`config.mk`:
```
export PLATFORM = sky130hd
export DESIGN_NAME = first_fit_block_allocator_unit
export DESIGN_NICKNAME = d
export VERILOG_FILES = /design/src/rtl/core/ffba_pkg.sv /design/src/rtl/core/ffba_ctrl.sv /design/src/rtl/core/ffba_dp.sv /design/src/rtl/core/first_fit_block_allocator_unit.sv
export SDC_FILE = /design/constraint.sdc
export NUM_CORES = 2
export LEC_CHECK = 0
export ABC_AREA = 1
export BUFFER_PORTS_ARGS = -buffer_cell sky130_fd_sc_hd__buf_2
export CAP_MARGIN = 20
export CORE_ASPECT_RATIO = 1.25
export CORE_MARGIN = 3
export CORE_UTILIZATION = 25
export DETAILED_ROUTE_END_ITERATION = 6
export PLACE_DENSITY_LB_ADDON = 0.15
export SYNTH_ARGS = -nofsm -noshare
export SYNTH_HDL_FRONTEND = slang
export SYNTH_SLANG_ARGS = --single-unit
```
`constraint.sdc`:
```
create_clock -name clk -period 16.3 [get_ports clk]
set_input_delay 1.63 -clock clk [delete_from_list [all_inputs] [get_ports clk]]
set_output_delay 1.63 -clock clk [all_outputs]
set_load 0.03 [all_outputs]
```
`src/rtl/core/ffba_pkg.sv`:
```
// Shared types and constants for the first-fit block allocator.
package ffba_pkg;

  localparam int unsigned MAX_SEGMENTS = 16;
  localparam int unsigned HEADER_BYTES = 32;
  localparam int unsigned IDX_W = $clog2(MAX_SEGMENTS);
  localparam int unsigned CNT_W = $clog2(MAX_SEGMENTS + 1);
  localparam logic [31:0] SIZE_CEILING = 32'd100000000;
  localparam logic [31:0] HDR32 = 32'(HEADER_BYTES);

  localparam logic [31:0] HEAP_LIMIT_RST = 32'd1048576;
  localparam logic [15:0] SPLIT_MIN_RST = 16'd128;
  localparam logic [26:0] LARGE_THR_RST = 27'd131072;

  localparam logic [1:0] REG_HEAP_LIMIT = 2'd0;
  localparam logic [1:0] REG_SPLIT_MIN = 2'd1;
  localparam logic [1:0] REG_LARGE_THR = 2'd2;

  localparam logic CMD_ALLOC = 1'b0;
  localparam logic CMD_FREE = 1'b1;

  localparam logic [1:0] ST_OK = 2'd0;
  localparam logic [1:0] ST_BAD_SIZE = 2'd1;
  localparam logic [1:0] ST_NO_MEM = 2'd2;
  localparam logic [1:0] ST_BAD_ADDR = 2'd3;

  typedef enum logic [3:0] {
    OP_NONE = 4'd0,
    OP_LOAD = 4'd1,   // latch request, clear scan
    OP_SCAN = 4'd2,   // examine entry at index, advance offset
    OP_ALLOC_HIT = 4'd3,
    OP_ALLOC_TAIL = 4'd4,
    OP_FREE_HIT = 4'd5,
    OP_SHIFT_UP = 4'd6,
    OP_SHIFT_DN = 4'd7,
    OP_COUNT = 4'd8,
    OP_DONE = 4'd9,
    OP_REWIND = 4'd10 // point the walk back at entry 0
  } op_t;

  typedef struct packed {
    op_t op;
  } ctl_t;

  typedef struct packed {
    logic scan_end;    // index reached seg_count
    logic hit;         // current entry matches the request
    logic count_end;   // recount walk finished
    logic is_alloc;
    logic need_shift_up;
    logic need_shift_dn;
    logic early_done;  // status known without table work
  } sts_t;

endpackage

```
`src/rtl/core/ffba_ctrl.sv`:
```
// Sequencer for the first-fit block allocator.
module ffba_ctrl (
  input  logic            clk,
  input  logic            rst_n,
  input  logic            start,
  output logic            busy,
  input  ffba_pkg::sts_t  sts,
  output ffba_pkg::ctl_t  ctl
);

  typedef enum logic [7:0] {
    S_IDLE  = 8'b0000_0001,
    S_CHECK = 8'b0000_0010,
    S_SCAN  = 8'b0000_0100,
    S_ACT   = 8'b0000_1000,
    S_SHIFT = 8'b0001_0000,
    S_CNT   = 8'b0010_0000,
    S_DONE  = 8'b0100_0000,
    S_TAIL  = 8'b1000_0000
  } state_t;

  state_t state_r, state_nxt;

  always_ff @(posedge clk) begin
    if (!rst_n) state_r <= S_IDLE;
    else state_r <= state_nxt;
  end

  always_comb begin
    state_nxt = state_r;
    ctl.op = ffba_pkg::OP_NONE;
    case (state_r)
      S_IDLE: begin
        if (start) begin
          ctl.op = ffba_pkg::OP_LOAD;
          state_nxt = S_CHECK;
        end
      end
      S_CHECK: begin
        if (sts.early_done) state_nxt = S_CNT;
        else state_nxt = S_SCAN;
      end
      S_SCAN: begin
        if (sts.scan_end) begin
          if (sts.is_alloc) begin
            state_nxt = S_TAIL;
          end else begin
            ctl.op = ffba_pkg::OP_REWIND; // bad address flagged in datapath
            state_nxt = S_CNT;
          end
        end else if (sts.hit) begin
          state_nxt = S_ACT;
        end else begin
          ctl.op = ffba_pkg::OP_SCAN;
        end
      end
      S_ACT: begin
        ctl.op = sts.is_alloc ? ffba_pkg::OP_ALLOC_HIT : ffba_pkg::OP_FREE_HIT;
        state_nxt = S_SHIFT;
      end
      S_TAIL: begin
        ctl.op = ffba_pkg::OP_ALLOC_TAIL;
        state_nxt = S_CNT;
      end
      S_SHIFT: begin
        if (sts.need_shift_up) begin
          ctl.op = ffba_pkg::OP_SHIFT_UP;
        end else if (sts.need_shift_dn) begin
          ctl.op = ffba_pkg::OP_SHIFT_DN;
        end else begin
          ctl.op = ffba_pkg::OP_REWIND;
          state_nxt = S_CNT;
        end
      end
      S_CNT: begin
        if (sts.count_end) begin
          ctl.op = ffba_pkg::OP_DONE;
          state_nxt = S_DONE;
        end else begin
          ctl.op = ffba_pkg::OP_COUNT;
        end
      end
      S_DONE: state_nxt = S_IDLE;
      default: state_nxt = S_IDLE;
    endcase
  end

  assign busy = (state_r != S_IDLE);

endmodule

```
`src/rtl/core/ffba_dp.sv`:
```
// Segment table, scan offset, shifter and counters of the allocator.
module ffba_dp (
  input  logic                  clk,
  input  logic                  rst_n,
  input  ffba_pkg::ctl_t        ctl,
  output ffba_pkg::sts_t        sts,
  input  logic                  in_command,
  input  logic [26:0]           in_req_size,
  input  logic [31:0]           in_req_addr,
  input  logic [31:0]           heap_limit,
  input  logic [15:0]           split_min,
  input  logic [26:0]           large_threshold,
  output logic                  out_valid,
  output logic [1:0]            out_status,
  output logic [31:0]           out_grant_addr,
  output logic [4:0]            out_free_blocks,
  output logic [31:0]           out_free_bytes,
  output logic [4:0]            out_used_blocks,
  output logic [31:0]           out_used_bytes
);

  localparam int unsigned IW = ffba_pkg::IDX_W;
  localparam int unsigned CW = ffba_pkg::CNT_W;

  // table: flops, walked through a moving index
  logic [31:0] pay_r  [ffba_pkg::MAX_SEGMENTS];
  logic        fre_r  [ffba_pkg::MAX_SEGMENTS];

  logic          cmd_r;
  logic [26:0]   size_r;
  logic [31:0]   addr_r;
  logic [CW-1:0] cnt_r, cnt_nxt;     // seg_count
  logic [CW-1:0] idx_r;              // scan / shift / count pointer
  logic [CW-1:0] hit_r;              // entry found
  logic [32:0]   off_r;              // running start offset
  logic [31:0]   heap_end_r;
  logic [1:0]    status_r;
  logic [31:0]   grant_r;
  logic          early_r;
  logic          up_r, dn_r;
  logic [CW-1:0] stop_r;             // shift end index
  logic [31:0]   ins_pay_r;          // payload placed at stop of shift up
  logic [CW-1:0] fc_r, fc_nxt;
  logic [31:0]   ft_r, ut_r;
  logic          vld_r;

  logic [IW-1:0] ix;
  logic [31:0]   cur_pay;
  logic          cur_free;
  logic [32:0]   pay_off;
  logic          alloc_hit, free_hit;
  logic [33:0]   need;
  logic [33:0]   tail_sum;
  logic [IW-1:0] lix;

  assign ix       = idx_r[IW-1:0];
  assign cur_pay  = pay_r[ix];
  assign cur_free = fre_r[ix];
  assign pay_off  = off_r + 33'(ffba_pkg::HEADER_BYTES);
  assign alloc_hit = cur_free && (cur_pay >= {5'd0, size_r});
  assign free_hit  = (pay_off == {1'b0, addr_r});
  assign need = 34'(split_min) + 34'(ffba_pkg::HEADER_BYTES) + 34'(size_r);
  assign lix = IW'(cnt_r - CW'(1));

  always_comb begin
    sts.scan_end  = (idx_r >= cnt_r);
    sts.hit       = cmd_r == ffba_pkg::CMD_ALLOC ? alloc_hit : free_hit;
    sts.count_end = (idx_r >= cnt_r);
    sts.is_alloc  = (cmd_r == ffba_pkg::CMD_ALLOC);
    sts.need_shift_up = up_r;
    sts.need_shift_dn = dn_r;
    sts.early_done = early_r;
  end

  // tail grow / append sum
  always_comb begin
    if (cnt_r != '0 && fre_r[lix])
      tail_sum = {2'b0, heap_end_r} + 34'(size_r) - 34'(pay_r[lix]);
    else
      tail_sum = {2'b0, heap_end_r} + 34'(ffba_pkg::HEADER_BYTES) + 34'(size_r);
  end

  always_ff @(posedge clk) begin
    if (!rst_n) begin
      cnt_r <= '0;
      heap_end_r <= '0;
      vld_r <= 1'b0;
      up_r <= 1'b0;
      dn_r <= 1'b0;
    end else begin
      vld_r <= (ctl.op == ffba_pkg::OP_DONE);
      case (ctl.op)
        ffba_pkg::OP_LOAD: begin
          cmd_r <= in_command;
          size_r <= in_req_size;
          addr_r <= in_req_addr;
          idx_r <= '0;
          off_r <= '0;
          grant_r <= '0;
          up_r <= 1'b0;
          dn_r <= 1'b0;
          fc_r <= '0;
          ft_r <= '0;
          ut_r <= '0;
          if (in_command == ffba_pkg::CMD_ALLOC) begin
            early_r <= (in_req_size == '0) || ({5'd0, in_req_size} > ffba_pkg::SIZE_CEILING)
                       || (in_req_size >= large_threshold);
            status_r <= ((in_req_size == '0) ||
                         ({5'd0, in_req_size} > ffba_pkg::SIZE_CEILING) ||
                         (in_req_size >= large_threshold)) ? ffba_pkg::ST_BAD_SIZE
                                                           : ffba_pkg::ST_OK;
          end else begin
            early_r <= (in_req_addr == '0);
            // default to bad address; cleared on a valid hit
            status_r <= (in_req_addr == '0) ? ffba_pkg::ST_OK : ffba_pkg::ST_BAD_ADDR;
          end
        end
        ffba_pkg::OP_SCAN: begin
          idx_r <= idx_r + CW'(1);
          off_r <= off_r + 33'(ffba_pkg::HEADER_BYTES) + 33'(cur_pay);
        end
        ffba_pkg::OP_ALLOC_HIT: begin
          grant_r <= pay_off[31:0];
          status_r <= ffba_pkg::ST_OK;
          fre_r[ix] <= 1'b0;
          hit_r <= idx_r;
          if ({2'b0, cur_pay} >= need && cnt_r < CW'(ffba_pkg::MAX_SEGMENTS)) begin
            // split: move entries up from the top, then place remainder at hit+1
            pay_r[ix] <= {5'd0, size_r};
            ins_pay_r <= cur_pay - {5'd0, size_r} - ffba_pkg::HDR32;
            up_r <= 1'b1;
            stop_r <= idx_r + CW'(1);
            idx_r <= cnt_r;
            cnt_r <= cnt_r + CW'(1);
          end else begin
            stop_r <= idx_r;
          end
        end
        ffba_pkg::OP_ALLOC_TAIL: begin
          idx_r <= '0;
          if (tail_sum > {2'b0, heap_limit} ||
              (!(cnt_r != '0 && fre_r[lix]) && cnt_r >= CW'(ffba_pkg::MAX_SEGMENTS))) begin
            status_r <= ffba_pkg::ST_NO_MEM;
          end else if (cnt_r != '0 && fre_r[lix]) begin
            grant_r <= heap_end_r - pay_r[lix];
            pay_r[lix] <= {5'd0, size_r};
            fre_r[lix] <= 1'b0;
            heap_end_r <= tail_sum[31:0];
            status_r <= ffba_pkg::ST_OK;
          end else begin
            grant_r <= heap_end_r + ffba_pkg::HDR32;
            pay_r[IW'(cnt_r)] <= {5'd0, size_r};
            fre_r[IW'(cnt_r)] <= 1'b0;
            cnt_r <= cnt_r + CW'(1);
            heap_end_r <= tail_sum[31:0];
            status_r <= ffba_pkg::ST_OK;
          end
        end
        ffba_pkg::OP_FREE_HIT: begin
          if (cur_free) begin
            stop_r <= idx_r; // nothing to do, bad address stays
          end else begin
            status_r <= ffba_pkg::ST_OK;
            begin : merge
              logic nf, pf;
              logic [31:0] np;
              nf = (idx_r + CW'(1) < cnt_r) && fre_r[IW'(idx_r + CW'(1))];
              pf = (idx_r != '0) && fre_r[IW'(idx_r - CW'(1))];
              np = cur_pay + (nf ? ffba_pkg::HDR32 + pay_r[IW'(idx_r + CW'(1))] : 32'd0);
              if (pf) begin
                pay_r[IW'(idx_r - CW'(1))] <= pay_r[IW'(idx_r - CW'(1))]
                                               + ffba_pkg::HDR32 + np;
                // remove idx and (if nf) idx+1
                dn_r <= (idx_r + (nf ? CW'(2) : CW'(1))) < cnt_r;
                hit_r <= nf ? CW'(2) : CW'(1);
                cnt_r <= cnt_r - (nf ? CW'(2) : CW'(1));
                stop_r <= cnt_r - (nf ? CW'(2) : CW'(1));
              end else begin
                pay_r[ix] <= np;
                fre_r[ix] <= 1'b1;
                idx_r <= idx_r + CW'(1);
                dn_r <= nf && (idx_r + CW'(2) < cnt_r);
                hit_r <= CW'(1);
                cnt_r <= cnt_r - (nf ? CW'(1) : CW'(0));
                stop_r <= nf ? cnt_r - CW'(1) : idx_r + CW'(1);
              end
            end
          end
        end
        ffba_pkg::OP_SHIFT_UP: begin
          // idx_r counts down from old count to stop
          if (idx_r == stop_r + CW'(1)) begin
            pay_r[IW'(stop_r)] <= ins_pay_r;
            fre_r[IW'(stop_r)] <= 1'b1;
            pay_r[ix] <= pay_r[IW'(idx_r - CW'(1))];
            fre_r[ix] <= fre_r[IW'(idx_r - CW'(1))];
          end else if (idx_r == stop_r) begin
            pay_r[IW'(stop_r)] <= ins_pay_r;
            fre_r[IW'(stop_r)] <= 1'b1;
          end else begin
            pay_r[ix] <= pay_r[IW'(idx_r - CW'(1))];
            fre_r[ix] <= fre_r[IW'(idx_r - CW'(1))];
          end
          if (idx_r == stop_r + CW'(1) || idx_r == stop_r) begin
            up_r <= 1'b0;
            idx_r <= stop_r;
          end else begin
            idx_r <= idx_r - CW'(1);
          end
        end
        ffba_pkg::OP_SHIFT_DN: begin
          // move entry idx+gap to idx, hit_r holds the gap
          pay_r[ix] <= pay_r[IW'(idx_r + hit_r)];
          fre_r[ix] <= fre_r[IW'(idx_r + hit_r)];
          if (idx_r + CW'(1) >= stop_r) begin
            dn_r <= 1'b0;
            idx_r <= stop_r;
          end else begin
            idx_r <= idx_r + CW'(1);
          end
        end
        ffba_pkg::OP_REWIND: begin
          idx_r <= '0;
        end
        ffba_pkg::OP_COUNT: begin
          idx_r <= idx_r + CW'(1);
          fc_r <= fc_nxt;
          ut_r <= ut_r + cur_pay;
          if (cur_free) ft_r <= ft_r + cur_pay;
        end
        default: ;
      endcase
    end
  end

  assign cnt_nxt = cnt_r;
  assign fc_nxt  = fc_r + CW'(cur_free);

  assign out_valid       = vld_r;
  assign out_status      = status_r;
  assign out_grant_addr  = grant_r;
  assign out_free_blocks = 5'(fc_r);
  assign out_free_bytes  = ft_r;
  assign out_used_blocks = 5'(cnt_nxt);
  assign out_used_bytes  = ut_r;

endmodule

```
`src/rtl/core/first_fit_block_allocator_unit.sv`:
```
// Top level of the first-fit block allocator.
// Scan, table shift and recount each walk the table one entry per cycle.
// One request at a time; busy stays high through the result cycle, so the next start
// transfer comes in the cycle after the result at the earliest.
// Reset (synchronous, rst_n low) empties the table and restores register defaults.
// A result is shown for one cycle with out_valid; the receiver cannot stall it.
module first_fit_block_allocator_unit (
  input  logic        clk,
  input  logic        rst_n,
  input  logic        start,
  output logic        busy,
  input  logic        in_command,
  input  logic [26:0] in_req_size,
  input  logic [31:0] in_req_addr,
  output logic        out_valid,
  output logic [1:0]  out_status,
  output logic [31:0] out_grant_addr,
  output logic [4:0]  out_free_blocks,
  output logic [31:0] out_free_bytes,
  output logic [4:0]  out_used_blocks,
  output logic [31:0] out_used_bytes,
  input  logic        cfg_valid,
  output logic        cfg_ready,
  input  logic [1:0]  cfg_index,
  input  logic [31:0] cfg_data
);

  ffba_pkg::ctl_t ctl;
  ffba_pkg::sts_t sts;

  logic [31:0] heap_limit_r;
  logic [15:0] split_min_r;
  logic [26:0] large_thr_r;

  // config transfer only between requests, so a request sees one register set
  assign cfg_ready = !busy;

  always_ff @(posedge clk) begin
    if (!rst_n) begin
      heap_limit_r <= ffba_pkg::HEAP_LIMIT_RST;
      split_min_r  <= ffba_pkg::SPLIT_MIN_RST;
      large_thr_r  <= ffba_pkg::LARGE_THR_RST;
    end else if (cfg_valid && cfg_ready) begin
      case (cfg_index)
        ffba_pkg::REG_HEAP_LIMIT: heap_limit_r <= cfg_data;
        ffba_pkg::REG_SPLIT_MIN:  split_min_r  <= cfg_data[15:0];
        ffba_pkg::REG_LARGE_THR:  large_thr_r  <= cfg_data[26:0];
        default: ;
      endcase
    end
  end

  ffba_ctrl u_ctrl (
    .clk   (clk),
    .rst_n (rst_n),
    .start (start),
    .busy  (busy),
    .sts   (sts),
    .ctl   (ctl)
  );

  ffba_dp u_dp (
    .clk             (clk),
    .rst_n           (rst_n),
    .ctl             (ctl),
    .sts             (sts),
    .in_command      (in_command),
    .in_req_size     (in_req_size),
    .in_req_addr     (in_req_addr),
    .heap_limit      (heap_limit_r),
    .split_min       (split_min_r),
    .large_threshold (large_thr_r),
    .out_valid       (out_valid),
    .out_status      (out_status),
    .out_grant_addr  (out_grant_addr),
    .out_free_blocks (out_free_blocks),
    .out_free_bytes  (out_free_bytes),
    .out_used_blocks (out_used_blocks),
    .out_used_bytes  (out_used_bytes)
  );

endmodule

```
# ---- Word-level counts from Yosys, hierarchy flattened
# Memories as Yosys holds them, arrays and structs flattened. A register that Yosys moved wholly into a read port is not among the register bits.
# Cells that the tools add are included.
dict set report totals {
  regBits 366
  mem_bits_rw 528
  inputBits 98
  out_inout_bits 111
  elab_cells 302
  mem_count 2
}
dict set report classes {
  add_sub_neg 29
  order_cmp 12
  n_eq_ne 36
  n_mux 136
  bitwise 11
  reduce_logical 53
}
# memory depth width read_ports rd_clocked_by_memory_dff write_ports line_no
set memory_table {}
lappend memory_table {u_dp.pay_r 16 32 5 1 2 ffba_dp.sv:26} ;# logic [31:0] pay_r [ffba_pkg::MAX_SEGMENTS];
lappend memory_table {u_dp.fre_r 16 1 5 1 2 ffba_dp.sv:27} ;# logic fre_r [ffba_pkg::MAX_SEGMENTS];
# operator n
set ops {}
lappend ops {{$mux W32} 12}
lappend ops {{$add A32 B32 Y32} 4}
lappend ops {{$pmux W32 S2} 2}
lappend ops {{$pmux W32 S3} 1}
lappend ops {{$reduce_or A32 Y1} 3}
lappend ops {{$mux W5} 14}
lappend ops {{$add A34 B27 Y34} 2}
lappend ops {{$mux W1} 67}
lappend ops {{$pmux W33 S2} 1}
lappend ops {{$add A32 B6 Y32 const B} 2}
lappend ops {{$mux W8} 7}
lappend ops {{$pmux W8 S7} 1}
lappend ops {{$mux W4} 12}
lappend ops {{$ge A32 B34 Y1} 1}
lappend ops {{$gt A34 B32 Y1} 1}
lappend ops {{$mux W34} 1}
lappend ops {{$sub A34 B32 Y34} 1}
lappend ops {{$add A32 B27 Y33} 1}
lappend ops {{$add A32 B6 Y33 const B} 1}
lappend ops {{$add A33 B32 Y33} 1}
lappend ops {{$add A33 B6 Y33 const B} 1}
lappend ops {{$eq A33 B32 Y1} 1}
lappend ops {{$add A6 B32 Y32 const A} 1}
lappend ops {{$ge A32 B27 Y1} 1}
lappend ops {{64 further kinds} 138}

# ---- Longest topological paths before layout
dict set report logic_depth {
  ltp_word 17
  ltp_mapped 59
  mapped_depth_nobuf 51
}

# ---- By module
# Synthesis repeated with hierarchy kept, for this count alone.
dict set report unflattened {
  hier_cells 12408
  hier_area_um2 84229.5
}
# module instances cells_per_inst area_per_inst_um2 seq_area_each_um2
set by_module_without_submodules {}
lappend by_module_without_submodules {ffba_dp 1 11857 80440.9 23872.9}
lappend by_module_without_submodules {first_fit_block_allocator_unit 1 451 3180.6 1501.4}
lappend by_module_without_submodules {ffba_ctrl 1 100 608.1 160.2}

# ---- Least setup slack after synthesis
# OpenSTA, ideal clock, no wires.
dict set report synth_path {
  path_kind {reg2reg}
  from {register u_dp.cnt_r[0], in the netlist u_dp.out_used_blocks[0]}
  to {memory u_dp.pay_r[4][0], enable pin}
  setup_ps 425
  t_arrival_ps 8967
  t_required_ps 15875
  path_slack_ps 6908
  stages_incl_launch_ff 50
  path_buffers 8
  synth_period_minus_slack_ps 9392
  cell_sequence {dfxtp_1 buf_2 inv_2 clkbuf_1 clkbuf_1 clkbuf_1 clkbuf_1 ha_1 inv_1 clkbuf_1 clkbuf_1 clkbuf_1 a21oi_1 o21ai_0 o21ai_0 o211ai_1 nand2_1 ha_1 (+14 left out) nor2_1 nor2_1 nand3b_1 inv_1 ha_1 nand2_1 nor2_1 nor4b_1 nand4_1 nand2_1 nand4_1 nor2_1 nand3_1 nand2_1 nand2_1 o21ai_0 nand3_1 o21ai_1}
}
# item line_no
set synth_lines {}
lappend synth_lines {{start, declared} ffba_dp.sv:32} ;# logic [CW-1:0] cnt_r, cnt_nxt;
lappend synth_lines {{start signal, assigned} ffba_dp.sv:134} ;# cnt_r <= cnt_r + CW'(1);
lappend synth_lines {{start signal, assigned} ffba_dp.sv:154} ;# cnt_r <= cnt_r + CW'(1);
lappend synth_lines {{start signal, assigned} ffba_dp.sv:176} ;# cnt_r <= cnt_r - (nf ? CW'(2) : CW'(1));
lappend synth_lines {{end, declared} ffba_dp.sv:26}

==> impl_metrics.yaml <==
run_status:
  status: "finished with violations"
  violations: "design-rule violations"
logic_synthesis:
  ys_ff_latch: 898
  synth.distinct_cells: 72
  synth_nets: 13200
  synth_area_um2: 83930
  ys_warn_count: 0
  synth_ff_type: "edfxtp_1"
  async_reset_ff_share_pct: 0
  synthCells: 12560
  yosysSeqAreaShare_pct: 30.42
  synth_edf_count: 755
  avgSynthCellArea_um2: 6.683
global_route:
  antenna_found_initial: 22
  grt_pass1_wl_um: 650300
  grt.total_usage_pct: 26.40
  grt_pass1_vias: 84220
  grt_max_degree: 150
  gr-total-overflow: 0
power_and_ir_drop:
  finalPower_mw: 13.42
  ir_drop_mv: 0.09901
  power.density_nw_per_um2: 143.7
  p_leak_nw: 40.59
detailed_routing:
  wl_per_cell_um: 27.91
  ant_nets: 0
  drtIter0Drc: 10140
  via_count: 89790
  routed_wl_um: 470300
  drc: 15
  first_pass_iters: 7
  viasPerCell: 5.327
sta:
  finalHoldViolations: 0
  min_period_ns: 11.59
  tightest_slew_ns: 1.277
  fin_skew_ns: 0.08710
  max_freq_mhz: 86.26
  finalCritPeriodShare_pct: 71.12
  rsz0062_at_grt: "no"
  layout_setup_ws_ns: 4.708
  maxSlewViolCount: 0
  fin_tns_setup_ns: 0
  setup_viol: 0
  slew_headroom_pct: 14.88
worst_setup_path:
  critPathKind: "flip-flop to flip-flop"
  crit_required_ns: 16.73
  cp-end-kind: "flip-flop"
  cpMostUsedCell: "nand2_1"
  critPathMaxStageDelay_ns: 0.79
  startpoint_type: "flip-flop"
  worstPathMaxFanout: 87
  r2r-start: "u_dp.out_used_blocks[0]$_SDFFE_PN0P_"
  cpMaxStageDelayCell: "buf_4"
  cp.arrival_ns: 12.02
  cp-startpoint: "u_dp.out_used_blocks[0]$_SDFFE_PN0P_"
finish:
  fill_cells: 37190
  syn_to_final_growth_pct: 11.28
  layout.nets: 12970
  final_cell_area_um2: 93400
  layout-drive-gt1-share_pct: 6.578
run:
  max-cap-violations: 0
cts:
  htreeDepth: 3
  ctsResizeCount: 0
  insertion_delay_ns: 0.86
  holdBufCountCts: 0
  cts_buffers: 112
  clock-sinks: 898
  cts_tree: "built"
  cts_root_buf: "clkbuf_16"
  path_clk_slew_ns: 0.07
  cts_max_path_buffers: 3
  post_cts_buffers: 0
worst_hold_path:
  hp-class: "flip-flop to flip-flop"
  worstHoldStart: "large_thr_r[16]$_SDFFE_PN0P_"
die:
  ioPinCount: 209
  fp.dieArea_um2: 342800
  core_um2: 333900
  dieWidth_um: 524.3
  fp-row-count: 237
  initial_core_util_pct: 25.14
  die_h_um: 653.8
placed_design:
  placed_cell_area_um2: 89550
  preCtsSetupSlack_ns: 4.881
  place_congestion: 0.9567
  portBuffers: 208
  hpwl_um: 326600
-- path summary, 6_finish.rpt --
kind	endpoint	slack (ns)	cells past startpoint
setup / recovery	u_dp.pay_r[1][12]$_DFFE_PP_	4.71	41
hold / removal	large_thr_r[16]$_SDFFE_PN0P_	0.47	2
setup reg to reg	u_dp.pay_r[1][12]$_DFFE_PP_	4.71	41
hold reg to reg	large_thr_r[16]$_SDFFE_PN0P_	0.47	2
-- flip-flops by register name, indices dropped and copies added, names as in the netlist, 2 cells and up, named ones only --
signal / flops
u_dp.out_free_bytes: 32
large_thr_r: 27
u_dp.ins_pay_r: 32
u_dp.heap_end_r: 32
split_min_r: 16
u_dp.out_grant_addr: 32
u_dp.out_free_blocks: 5
u_dp.stop_r: 5
u_dp.out_used_blocks: 5
heap_limit_r: 32
u_dp.fre_r: 16
u_dp.off_r: 33
u_dp.out_status: 2
u_ctrl.state_r: 8
u_dp.size_r: 27
u_dp.out_used_bytes: 32
u_dp.idx_r: 5
u_dp.addr_r: 32
u_dp.pay_r: 512
u_dp.hit_r: 4
-- cells in the mapped netlist, types with 16 or more instances --
cell / number / area, um2
a21oi_1: 1350 / 6756
nor4_1: 31 / 193.9
nor2_2: 25 / 156.4
buf_4: 32 / 240.2
a21boi_0: 28 / 210.2
inv_2: 46 / 172.7
edfxtp_1: 755 / 22670
o22ai_1: 37 / 231.5
o21bai_1: 23 / 172.7
a31oi_1: 42 / 262.8
o21ai_1: 38 / 190.2
o221ai_1: 64 / 560.5
o311ai_0: 24 / 210.2
nor2_1: 664 / 2492
o21a_1: 48 / 360.4
clkbuf_1: 508 / 1907
inv_1: 1096 / 4114
xor2_1: 167 / 1463
nand3_1: 599 / 2998
a32o_1: 40 / 400.4
ha_1: 531 / 6644
or2_2: 40 / 250.2
nor3_1: 93 / 465.5
buf_1: 88 / 330.3
fa_1: 16 / 320.3
xnor2_1: 83 / 727.0
a21o_1: 29 / 217.7
nand2_1: 3858 / 14480
nand4_1: 86 / 538.0
a211oi_1: 72 / 540.5
dfxtp_1: 143 / 2863
buf_2: 132 / 660.6
o21ai_0: 1372 / 6867
o211ai_1: 233 / 1749
-- worst max-delay path: cells and delay by family (launching register included) --
| family | cells | cell delay (ns) |
|---|---|---|
| fa+ha+maj | 4 | 1.46 |
| buf+inv | 7 | 2.85 |
| compound gates | 11 | 2.64 |
| xor+xnor | 1 | 0.21 |
| flops | 1 | 0.71 |
| simple gates | 18 | 3.13 |
-- metrics by stage --
step	utilization (%)	cells	hold slack (ns)
floorplan	-	12560	0.4417
global route	27.97	16840	0.4915
detailed placement	26.82	16630	0.4600
CTS	27.96	16840	0.4739
global placement	26.79	16620	0.4577
finish	27.97	16850	0.4698
-- power breakdown --
group	switching (mW)	internal, mW	leakage [nW]
clock network	1.23	1.51	1.86
registers	0.143	2.70	7.94
logic	5.53	2.30	30.8
-- area by class of cell --
type | instances | area (um2) | share of cell area (%)
inverter | 1152 | 4363 | 4.671
clock buffer | 140 | 3024 | 3.238
antenna | 13 | 32.53 | 0.03483
sequential | 898 | 25550 | 27.36
clock inverter | 69 | 785.8 | 0.8413
tap | 4421 | 5532 | 5.922
multi-input combinational | 9741 | 51350 | 54.98
timing repair buffer | 420 | 2759 | 2.954
-- logic make-up (layout without fill, tap and decap cells) --
family	count (synthesis)	count (layout)	synth area share (%)
AND/OR/NAND/NOR	5469	5469	26.52
AO/OA/AOI/OAI	3466	3466	23.00
buffers and inverters	1920	1781	8.998
flip-flops	898	898	30.42
adder cells (fa/ha/maj)	547	547	8.297
XOR/XNOR	256	256	2.732
multiplexers	3	3	0.03578
other	0	13	0
-- routing by layer --
layer	vias to the layer above	GRT usage, %	wire length (um)
met5	-	0.1707	110
met4	6	15.61	33180
met3	1077	4.388	33920
met2	4049	44.70	221600
met1	42470	31.19	181500
li1	42190	-	-
-- placed cells by master (no fill, tap or decap), types with 28 or more instances in the layout --
| master | synthesis | layout |
|---|---|---|
| o211ai_1 | 233 | 233 |
| o221ai_1 | 64 | 64 |
| buf_4 | 32 | 199 |
| a32o_1 | 40 | 40 |
| nor3_1 | 93 | 93 |
| o21ai_0 | 1372 | 1369 |
| dfxtp_1 | 143 | 138 |
| a21boi_0 | 28 | 28 |
| or2_2 | 40 | 40 |
| nand3_1 | 599 | 598 |
| edfxtp_1 | 755 | 755 |
| ha_1 | 531 | 528 |
| a21oi_1 | 1350 | 1349 |
| xor2_1 | 167 | 165 |
| nand2_1 | 3858 | 3858 |
| a211oi_1 | 72 | 72 |
| o21a_1 | 48 | 48 |
| inv_2 | 46 | 48 |
| buf_2 | 132 | 210 |
| inv_1 | 1096 | 1091 |
| a31oi_1 | 42 | 42 |
| o22ai_1 | 37 | 37 |
| clkbuf_16 | 0 | 114 |
| nor4_1 | 31 | 30 |
| xnor2_1 | 83 | 82 |
| a21o_1 | 29 | 29 |
| nand4_1 | 86 | 86 |
| nor2_1 | 664 | 656 |
No activity file was read; power rests on OpenSTA's default activity.
